### src/design/ss7_pkg.sv
// Shared types, segment codes and constants for the seven-segment converter.
`timescale 1ns / 1ps

package ss7_pkg;

    localparam int SEG_W    = 7;
    localparam int REM_W    = 14;
    localparam int DIGIT_W  = 4;
    localparam int NUM_POS  = 4;
    localparam int VALUE_W  = 16;

    localparam logic [SEG_W-1:0] SEG_MINUS = 7'h40;
    localparam logic [SEG_W-1:0] SEG_BLANK = 7'h00;

    localparam logic signed [VALUE_W-1:0] MAX_POS_VALUE = 16'sd9999;
    localparam logic signed [VALUE_W-1:0] MIN_NEG_VALUE = -16'sd999;

    localparam logic [SEG_W-1:0] DIGIT_SEG [10] = '{
        7'h3F, 7'h06, 7'h5B, 7'h4F, 7'h66, 7'h6D, 7'h7D, 7'h07, 7'h7F, 7'h6F
    };

    // Multiples of one thousand, the place weight every cell works on.
    localparam logic [REM_W-1:0] KILO [10] = '{
        14'd0, 14'd1000, 14'd2000, 14'd3000, 14'd4000,
        14'd5000, 14'd6000, 14'd7000, 14'd8000, 14'd9000
    };

    // Error word "Erro", leftmost position first.
    localparam logic [SEG_W-1:0] ERR_SEG [NUM_POS] = '{7'h79, 7'h50, 7'h50, 7'h5C};

    typedef logic [NUM_POS-1:0][SEG_W-1:0] seg_vec_t;

    typedef struct packed {
        logic             err;
        logic             neg;
        logic             leading;
        logic [REM_W-1:0] rem;
        seg_vec_t         segs;
    } ss7_word_t;

endpackage

### src/design/signed_int_to_seven_segment.sv
// Top level: range check, magnitude, a row of four digit cells and the output patterns.
//
//  Channel | Ports                                   | Direction
//  --------+-----------------------------------------+----------
//  input   | s_valid, s_ready, s_value               | in
//  result  | m_valid, m_ready, m_seg_pos0..m_seg_pos3 | out
//
// A word passes an entry register and four digit cells, each of which registers it,
// and its result is presented from the last cell; one word is taken every cycle
// while no stall on m_ready holds the chain.
// Each cell holds its own word, so a stall on m_ready only fills the empty
// stages and the chain keeps accepting until every stage is occupied.
// Reset clears the valid bits of all stages; nothing else needs clearing.
`timescale 1ns / 1ps

module signed_int_to_seven_segment (
    input  logic                                  aclk,
    input  logic                                  aresetn,
    input  logic                                  s_valid,
    output logic                                  s_ready,
    input  logic signed [ss7_pkg::VALUE_W-1:0]    s_value,
    output logic                                  m_valid,
    input  logic                                  m_ready,
    output logic [ss7_pkg::SEG_W-1:0]             m_seg_pos0,
    output logic [ss7_pkg::SEG_W-1:0]             m_seg_pos1,
    output logic [ss7_pkg::SEG_W-1:0]             m_seg_pos2,
    output logic [ss7_pkg::SEG_W-1:0]             m_seg_pos3
);
    import ss7_pkg::*;

    logic      entry_valid_reg;
    ss7_word_t entry_word_reg;
    ss7_word_t entry_word_next;

    logic      chain_valid [NUM_POS+1];
    logic      chain_ready [NUM_POS+1];
    ss7_word_t chain_word  [NUM_POS+1];

    ss7_word_t last_word;

    assign s_ready = !entry_valid_reg || chain_ready[0];

    always_comb begin
        entry_word_next.err     = (s_value < MIN_NEG_VALUE) || (s_value > MAX_POS_VALUE);
        entry_word_next.neg     = s_value[VALUE_W-1];
        entry_word_next.leading = 1'b1;
        // Out-of-range words carry a zero remainder; their patterns are replaced.
        if (entry_word_next.err) begin
            entry_word_next.rem = '0;
        end else if (s_value[VALUE_W-1]) begin
            entry_word_next.rem = REM_W'(-s_value);
        end else begin
            entry_word_next.rem = REM_W'(s_value);
        end
        entry_word_next.segs = '0;
    end

    always_ff @(posedge aclk) begin
        if (!aresetn) begin
            entry_valid_reg <= 1'b0;
        end else if (s_ready) begin
            entry_valid_reg <= s_valid;
        end
    end

    always_ff @(posedge aclk) begin
        if (s_ready && s_valid) begin
            entry_word_reg <= entry_word_next;
        end
    end

    assign chain_valid[0] = entry_valid_reg;
    assign chain_word[0]  = entry_word_reg;

    for (genvar i = 0; i < NUM_POS; i++) begin : g_cell
        ss7_cell u_cell (
            .aclk      (aclk),
            .aresetn   (aresetn),
            .in_valid  (chain_valid[i]),
            .in_ready  (chain_ready[i]),
            .in_word   (chain_word[i]),
            .out_valid (chain_valid[i+1]),
            .out_ready (chain_ready[i+1]),
            .out_word  (chain_word[i+1])
        );
    end

    assign chain_ready[NUM_POS] = m_ready;
    assign m_valid              = chain_valid[NUM_POS];
    assign last_word            = chain_word[NUM_POS];

    // The first cell's pattern has been shifted to the top of the vector.
    // A negative magnitude is below one thousand, so its first cell is blank
    // and the minus sign takes that place. The last digit is blank only for
    // zero, which must still show a zero.
    always_comb begin
        if (last_word.err) begin
            m_seg_pos0 = ERR_SEG[0];
            m_seg_pos1 = ERR_SEG[1];
            m_seg_pos2 = ERR_SEG[2];
            m_seg_pos3 = ERR_SEG[3];
        end else begin
            m_seg_pos0 = last_word.neg ? SEG_MINUS : last_word.segs[3];
            m_seg_pos1 = last_word.segs[2];
            m_seg_pos2 = last_word.segs[1];
            m_seg_pos3 = (last_word.segs[0] == SEG_BLANK) ? DIGIT_SEG[0] : last_word.segs[0];
        end
    end

endmodule

### src/design/ss7_cell.sv
// One digit cell: takes the leading decimal digit off the remainder and shifts in its pattern.
`timescale 1ns / 1ps

module ss7_cell (
    input  logic              aclk,
    input  logic              aresetn,
    input  logic              in_valid,
    output logic              in_ready,
    input  ss7_pkg::ss7_word_t in_word,
    output logic              out_valid,
    input  logic              out_ready,
    output ss7_pkg::ss7_word_t out_word
);
    import ss7_pkg::*;

    logic      valid_reg;
    ss7_word_t word_reg;
    ss7_word_t word_next;
    logic [DIGIT_W-1:0] digit;
    logic [REM_W-1:0]   low_rem;
    logic               still_leading;

    assign in_ready  = !valid_reg || out_ready;
    assign out_valid = valid_reg;
    assign out_word  = word_reg;

    always_comb begin
        // The remainder is always below ten thousand, so the digit is the
        // highest multiple of one thousand that does not exceed it, counted in thousands.
        digit = '0;
        for (int k = 1; k < 10; k++) begin
            if (in_word.rem >= KILO[k]) begin
                digit = DIGIT_W'(k);
            end
        end
        low_rem       = in_word.rem - KILO[digit];
        still_leading = in_word.leading && (digit == '0);

        word_next         = in_word;
        word_next.leading = still_leading;
        word_next.rem     = (low_rem << 3) + (low_rem << 1);
        word_next.segs    = {in_word.segs[NUM_POS-2:0],
                             still_leading ? SEG_BLANK : DIGIT_SEG[digit]};
    end

    always_ff @(posedge aclk) begin
        if (!aresetn) begin
            valid_reg <= 1'b0;
        end else if (in_ready) begin
            valid_reg <= in_valid;
        end
    end

    always_ff @(posedge aclk) begin
        if (in_ready && in_valid) begin
            word_reg <= word_next;
        end
    end

endmodule
### config.mk
export PLATFORM = sky130hd
export DESIGN_NAME = signed_int_to_seven_segment
export DESIGN_NICKNAME = d
export VERILOG_FILES = /design/src/design/ss7_pkg.sv /design/src/design/signed_int_to_seven_segment.sv /design/src/design/ss7_cell.sv
export SDC_FILE = /design/constraint.sdc
export NUM_CORES = 1
export LEC_CHECK = 0
export BUFFER_PORTS_ARGS = -buffer_cell sky130_fd_sc_hd__buf_2
export CORE_MARGIN = 2
export CORE_UTILIZATION = 60
export CTS_CLUSTER_DIAMETER = 50
export DETAILED_ROUTE_END_ITERATION = 8
export PLACE_DENSITY = 0.81
export SLEW_MARGIN = 40
export SYNTH_ARGS = -nofsm -noshare
export SYNTH_HDL_FRONTEND = slang
export SYNTH_SLANG_ARGS = --single-unit
export TNS_END_PERCENT = 50
### constraint.sdc
create_clock -name aclk -period 10.5 [get_ports aclk]
set_clock_uncertainty 0.15 [all_clocks]
set_input_delay 2.1 -clock aclk [delete_from_list [all_inputs] [get_ports aclk]]
set_output_delay 2.1 -clock aclk [all_outputs]
set_load 0.02 [all_outputs]
# Word-level counts from Yosys, hierarchy flattened
# Memory sizes are Yosys's and may differ from the RTL's. A register that Yosys moved wholly into a read port is not among the register bits.
# Index checks and enable logic that the tools add are counted.
# word_totals
register_bits,116
output_inout_bits,30
memories,7
mem_bits_ro,1120
# classes
bitwise,4
n_lt_le_gt_ge,41
muxes,49
n_addsub,7
reduce_logical,24
# memory_table
name,depth,width,read_ports,rd_clocked_by_memory_dff,write_ports,line_no,text
(no name shown),16,14,1,0,0,ss7_cell.sv:36,low_rem = in_word.rem - KILO[digit];
(no name shown),16,14,1,0,0,ss7_cell.sv:36,
(no name shown),16,14,1,0,0,ss7_cell.sv:36,
(no name shown),16,7,1,1,0,ss7_cell.sv:43,still_leading ? SEG_BLANK : DIGIT_SEG[digit]};
(no name shown),16,7,1,1,0,ss7_cell.sv:43,
(no name shown),16,7,1,1,0,ss7_cell.sv:43,
1 more memories,--,--,--,--,--,--,
# op_table
cell,n
$ge 14x13->1 const B,16
$mux 4,32
$ge 14x12->1 const B,8
$mux 13,6
$ge 14x10->1 const B,4
$ge 14x11->1 const B,4
$ge 14x14->1 const B,4
$add 14x14->14,3
$mux 7,6
$sub 13x13->13,3
$not 4->5,4
$gt 16x15->1 const B,1
$logic_not 4->1,4
$lt 16x11->1 const B,1
$ge 5x5->1 const B,3
$mux 14,1
$neg 14->14,1
$logic_and 1x1->1,8
$logic_not 7->1,1
$logic_or 1x1->1,6
$logic_not 1->1,5
$mux 1,4

# Logic depth before layout (Yosys ltp)
# Gate-level depths: netlist (run 1).
# depth
ltp_word,16
mapped_depth,24

# Modules after synthesis
# Synthesis (run 1) repeated with hierarchy kept, for this count alone.
# hier_totals
hier_cells,1074
area_unflattened_um2,12104.1
# modules_own_cells
mod,area_per_inst_um2,cells_each,seq_area_each_um2,instances
ss7_cell (g_cell[0].u_cell ...),2720.1,238,1341.3,2
ss7_cell (g_cell[1].u_cell),2758.9,242,1341.3,1
ss7_cell (g_cell[3].u_cell),2697.6,236,1341.3,1
signed_int_to_seven_segment,1207.4,120,500.5,1

# Worst setup path before layout (run 1)
# Ideal clock, no wire load.
# synth_path
kind,input -> register
start,in m_ready
end,"reg, netlist name g_cell[2].u_cell.out_word[0]"
cell_stages,2
t_required_ps,9869
t_arrival_ps,4765
setup_ps,481
path_buffers,0
path_slack_ps,5104
cell_sequence,nor2b_1 > a21boi_0
# synth_between
elab_chain_cells,3
# synth_rtl
element,line_no,text
start: declaration,signed_int_to_seven_segment.sv:23,"input logic m_ready,"
$logic_or 1x1->1 (2 in series),ss7_cell.sv:23,assign in_ready = !valid_reg || out_ready;
$logic_and 1x1->1,ss7_cell.sv:55,if (in_ready && in_valid) begin
# Every way passes these cells.
# A chain may end at the register's enable or synchronous reset.

==> impl_metrics.json, run 1 <==
{
  "status": "complete, no violations",
  "start_kind": "flip-flop",
  "arrival_ps": 5620,
  "die-height_um": 125.7,
  "drt-vias-per-instance": 6.032,
  "synth_cell_type_count": 75,
  "maxCapViolations": 0,
  "drive_gt1_share_pct": 12.14,
  "ys_async_sr_fraction_pct": 0,
  "syn_inst": 845,
  "fin_crit_ps": 5607,
  "r2r-start": "chain_word[214]",
  "cts_root_buffer": "clkbuf_16",
  "ctsLongestPathBuffers": 2,
  "finalHoldViolations": 0,
  "crit_path_end_kind": "flip-flop",
  "diodes": 0,
  "num-nets-final": 997,
  "gp_routability_congestion": 0.8849,
  "path_clk_slew_ps": 60,
  "synth_edf_count": 133,
  "path_max_fanout": 10,
  "synth_area_leaders": "edfxtp_1 (45%), ha_1 (11%), a21oi_1 (3.4%), xnor2_1 (3.3%), nor2_1 (3.1%)",
  "n_fill_cell": 1052,
  "cts_tree": "done",
  "track_usage_pct": 22.34,
  "r2r_end": "g_cell[0].u_cell.out_word[41]",
  "rsz0062_at_grt": "no",
  "ctsHtreeMaxLevel": 4,
  "grt_pass1_wl_um": 28920,
  "dieArea_mm2": 0.01580,
  "vias": 6575,
  "start_util_pct": 61.38,
  "first_pass_iters": 5,
  "min_from": "g_cell[1].u_cell.out_word[8]",
  "cts.repair.resized": 0,
  "die_x_um": 125.7,
  "rr_worst_depth": 21,
  "grt_pass1_vias": 6123,
  "drt_iter0_drc": 559,
  "synth_largest_area_cell": "edfxtp_1",
  "dp_hpwl_um": 12300,
  "antenna_found_initial": 0,
  "post-route-drc-count": 0,
  "ioPinCount": 50,
  "r2r_setup_slack_ps": 4890,
  "worstPathRequired_ps": 10510,
  "cts.sinks": 138,
  "wl_per_cell_um": 15.75,
  "wl_um": 17170,
  "ys_warn_count": 0,
  "period_share_pct": 53.40,
  "ant_nets": 0,
  "worst-setup-path-type": "reg -> reg",
  "slew_headroom_pct": 48.22,
  "cts_setup_buffers": 0,
  "slew_viol_final": 0,
  "placementRows": 44,
  "min_delay_path_depth": 0,
  "coreArea_mm2": 0.01448,
  "grt_max_degree": 31,
  "worst_pin_slew_ps": 776.7,
  "synthFlopType": "edfxtp_1",
  "synth_fp_nets": 949,
  "syn_area_mm2": 0.008887,
  "overflow": 0,
  "setup_viol_count_final": 0,
  "avgSynthCellArea_um2": 10.52,
  "fmax_ghz": 0.1783,
  "synth_top_area_share_pct": 44.94,
  "ys_ff_latch": 138,
  "synth_seq_area_share_pct": 46.07,
  "worstHoldEndpoint": "g_cell[2].u_cell.out_word[15]",
  "io_buffers": 49,
  "largest_reg_flops": 117,
  "setup_tns_ps": 0,
  "area_growth_pct": 11.56,
  "min_path_type": "reg -> reg",
  "cts_buffers": 17,
  "cts-hold-fix-buffers": 0,
  "insertion_delay_ps": 420
}
[cells by family (layout without fill, tap and decap cells)]
| kind of cell | after synthesis | count (layout) | synth area share [%] |
|---|---|---|---|
| buffers and inverters | 65 | 126 | 2.900 |
| DFF | 138 | 138 | 46.07 |
| AOI/OAI and AO/OA | 246 | 246 | 18.50 |
| adders and majority gates | 84 | 84 | 12.33 |
| muxes | 4 | 4 | 0.4787 |
| xor gates and xnor gates | 58 | 58 | 6.026 |
| and+or+nand+nor | 250 | 250 | 13.70 |
[through the flow]
step	hold slack, ps	utilization, %	std cells	cell area (µm²)	setup slack [ps]
floorplan	250.3	-	845	8887	5104
global placement	250.2	64.22	1056	9298	5055
detailed placement	254.5	64.56	1058	9348	4990
CTS	264.2	68.48	1090	9915	4921
global route	275.1	68.48	1090	9915	4548
finish	264.1	68.48	1090	9915	4893
[layer usage]
metal,share of wire (%),GRT usage (%)
met1,45,30.26
met3,5.5,3.993
met4,1.4,6.732
met5,0,0
met2,48,37.07
[placed cells by master, fill, tap and decap left out, types with 3 or more instances in the layout]
cell type	n
edfxtp_1	133
ha_1	78
nor2_1	73
nand2_1	62
a21oi_1	60
o21ai_0	49
buf_2	49
inv_1	40
xnor2_1	33
nor2b_1	26
xor2_1	23
o21a_1	20
a21o_1	19
clkbuf_16	17
nor3_1	13
nand3_1	12
a31oi_1	12
o21bai_1	11
o211ai_1	10
o21ai_1	9
or3_1	8
or2_2	7
nand2b_1	7
nor4_1	7
and2_1	7
o31ai_1	6
fa_1	6
nand4_1	5
and3_1	5
a31o_2	5
a21boi_0	5
or4_1	5
dfxtp_1	5
o211a_1	4
o41ai_1	4
inv_6	4
nor3b_1	3
clkinv_4	3
buf_4	3
[layout make-up]
cell class	instances	area [µm²]	share of cell area, %
clock buffer	18	429.2	4.329
inverter	40	150.1	1.514
clock inverter	14	137.6	1.388
sequential	138	4094	41.29
tap	184	230.2	2.322
timing repair buffer	54	310.3	3.130
multi-input combinational	642	4563	46.02
[worst max-delay path, cell delays in order (launching register included)]
cell	delay [ps]
edfxtp_1	530
a31o_2	310
a21o_1	170
a21oi_1	310
a21boi_0	190
o21ai_0	480
ha_1	360
o21ai_0	180
nand2_1	90
ha_1	330
o21a_1	120
o31a_1	120
o21ai_1	180
nor2b_1	180
xnor2_1	170
ha_1	320
or2_2	290
a21oi_1	170
a21oi_1	100
a31oi_1	240
xnor2_1	150
xnor3_1	220
[Yosys cell counts (3+ instances only)]
cell type and n:
clkbuf_1 17, o21ai_0 49, nand3_1 12, nand4_1 5, and2_1 7, a21boi_0 7
o211ai_1 10, a21o_1 19, a31o_2 5, and3_1 5, fa_1 6, nor2b_1 28
buf_2 4, xor2_1 23, o21bai_1 11, o21ai_1 9, o21a_1 20, nor3b_1 3
o211a_1 4, xnor2_1 33, ha_1 78, or3_1 8, or4_1 5, a31oi_1 12
a21oi_1 60, nor3_1 13, nor4_1 7, nand2b_1 7, nor2_1 73, o41ai_1 4
dfxtp_1 5, inv_1 40, or2_2 7, nand2_1 62, o31ai_1 6, edfxtp_1 133
[worst max-delay path by stage]
stage | start | end | slack [ps] | depth (start not counted)
after floorplan | m_ready | g_cell[2].u_cell.out_word[0] | 5100 | 2
final | chain_word[214] | g_cell[0].u_cell.out_word[41] | 4890 | 21
after global placement | m_ready | s_ready | 5060 | 5
after global routing | chain_word[214] | g_cell[0].u_cell.out_word[41] | 4550 | 21
after detailed placement | m_ready | s_ready | 4990 | 5
after CTS | chain_word[214] | g_cell[0].u_cell.out_word[41] | 4920 | 21
Power of run 1 is left out: the tool's default activity adds up to more than one toggle a clock period on the data nets, which glitch-free logic cannot reach.
==> inputs of run 2 (changes only) <==
Clock period 10.5 ns to 5.7 ns, I/O delays scaled along.
==> run 2 against run 1 <==
Critical path depth unchanged. Die area unchanged. Setup slack got worse by 4500 ps.
==> impl_metrics.json, run 2 (synthesis gave the netlist of run 1 again) <==
{
  "status": "complete, no violations",
  "largest_reg_flops": 117,
  "final_common_cell": "edfxtp_1",
  "first_pass_iters": 5,
  "num-nets-final": 999,
  "dieArea_mm2": 0.01580,
  "post-route-drc-count": 0,
  "setup_tns_ps": 0,
  "path_max_fanout": 10,
  "cts_buffers": 17,
  "area_growth_pct": 12.30,
  "start_util_pct": 61.38,
  "wl_um": 17290,
  "cts-hold-fix-buffers": 0,
  "layout_common_cells": "edfxtp_1 (133), ha_1 (78), nor2_1 (73), nand2_1 (62), a21oi_1 (60)",
  "n_fill_cell": 1075,
  "crit_path_end_kind": "flip-flop",
  "coreArea_mm2": 0.01448,
  "diodes": 0,
  "drt_iter0_drc": 432,
  "worst-setup-path-type": "reg -> reg",
  "io_buffers": 49,
  "dp_hpwl_um": 12720,
  "fin_crit_ps": 5262,
  "drt-vias-per-instance": 5.972,
  "insertion_delay_ps": 430,
  "ant_nets": 0,
  "cts_tree": "done",
  "grt_pass1_vias": 6094,
  "cts.sinks": 138,
  "fmax_ghz": 0.1900,
  "finalHoldViolations": 0,
  "antenna_found_initial": 0,
  "cts_root_buffer": "clkbuf_16",
  "start_kind": "flip-flop",
  "gp_routability_congestion": 0.9099,
  "ctsLongestPathBuffers": 2,
  "slew_viol_final": 0,
  "min_path_type": "reg -> reg",
  "arrival_ps": 5280,
  "grt_pass1_wl_um": 29060,
  "setup_viol_count_final": 0,
  "ioPinCount": 50,
  "path_clk_slew_ps": 70,
  "die_x_um": 125.7,
  "slew_headroom_pct": 48.69,
  "drive_gt1_share_pct": 12.78,
  "period_share_pct": 92.32,
  "maxCapViolations": 0,
  "placementRows": 44,
  "track_usage_pct": 22.66,
  "worst_pin_slew_ps": 767.7,
  "grt_max_degree": 31,
  "rsz0062_at_grt": "no",
  "overflow": 0,
  "ctsHtreeMaxLevel": 4,
  "vias": 6521,
  "worstPathRequired_ps": 5720,
  "wl_per_cell_um": 15.83,
  "die-height_um": 125.7
}
## run 2: cell type report
| type | count | area [µm²] | share of cell area (%) |
|---|---|---|---|
| clock inverters | 15 | 178.9 | 1.793 |
| repair buffers | 56 | 325.3 | 3.259 |
| clock buffers | 17 | 425.4 | 4.262 |
| well taps | 184 | 230.2 | 2.307 |
| multi-input cells | 642 | 4577 | 45.86 |
| flip-flops and latches | 138 | 4094 | 41.02 |
| inverters | 40 | 150.1 | 1.504 |
## run 2: per-stage QoR
step	instance area (µm²)	util [%]	hold slack, ps	std cells	worst slack, ps
after CTS	9967	68.84	266.8	1092	314.4
after floorplan	8887	-	250.3	845	780.1
after detailed placement	9363	64.66	254.5	1060	319.5
after global routing	9981	68.93	277.7	1092	41.13
final	9981	68.93	264.9	1092	437.7
after global placement	9313	64.32	250.3	1058	484.6
## run 2: worst max-delay path, cell delays in order (launching register included)
cell and delay [ps]:
edfxtp_1 520, a31o_2 300, a21o_1 170, a21oi_1 330
a21boi_1 130, o21ai_1 310, ha_1 320, o21ai_0 170
nand2_1 90, ha_1 310, o21a_1 110, o31a_1 110
o21ai_1 160, nor2b_1 190, xnor2_1 170, ha_1 310
or2_2 280, a21oi_1 140, a21oi_1 80, a31oi_1 240
xnor2_1 160, xnor3_1 220
## run 2: worst paths after layout
kind,to,startpoint,slack (ps),cells past startpoint
max,g_cell[0].u_cell.out_word[41],chain_word[214],440,21
min,g_cell[3].u_cell.out_word[13],g_cell[2].u_cell.out_word[6],260,0
max reg2reg,g_cell[0].u_cell.out_word[41],chain_word[214],440,21
min reg2reg,g_cell[3].u_cell.out_word[13],g_cell[2].u_cell.out_word[6],260,0
## run 2: timing repair
| action | CTS | global route |
|---|---|---|
| setup buffers | 0 | 0 |
| setup endpoints to repair | 0 | 2 |
| resized for setup | 0 | 3 |
| endpoints found under the hold margin | 0 | 0 |
## run 2: layer usage
metal / global-route usage, % / vias to the layer above / share of wire [%]
met4: 7.843 / 0 / 1.8
met3: 4.036 / 27 / 4.8
li1: - / 3245 / -
met5: 0 / - / 0
met1: 31.02 / 3044 / 46
met2: 36.76 / 205 / 47
Power of run 2 is left out for the same reason.
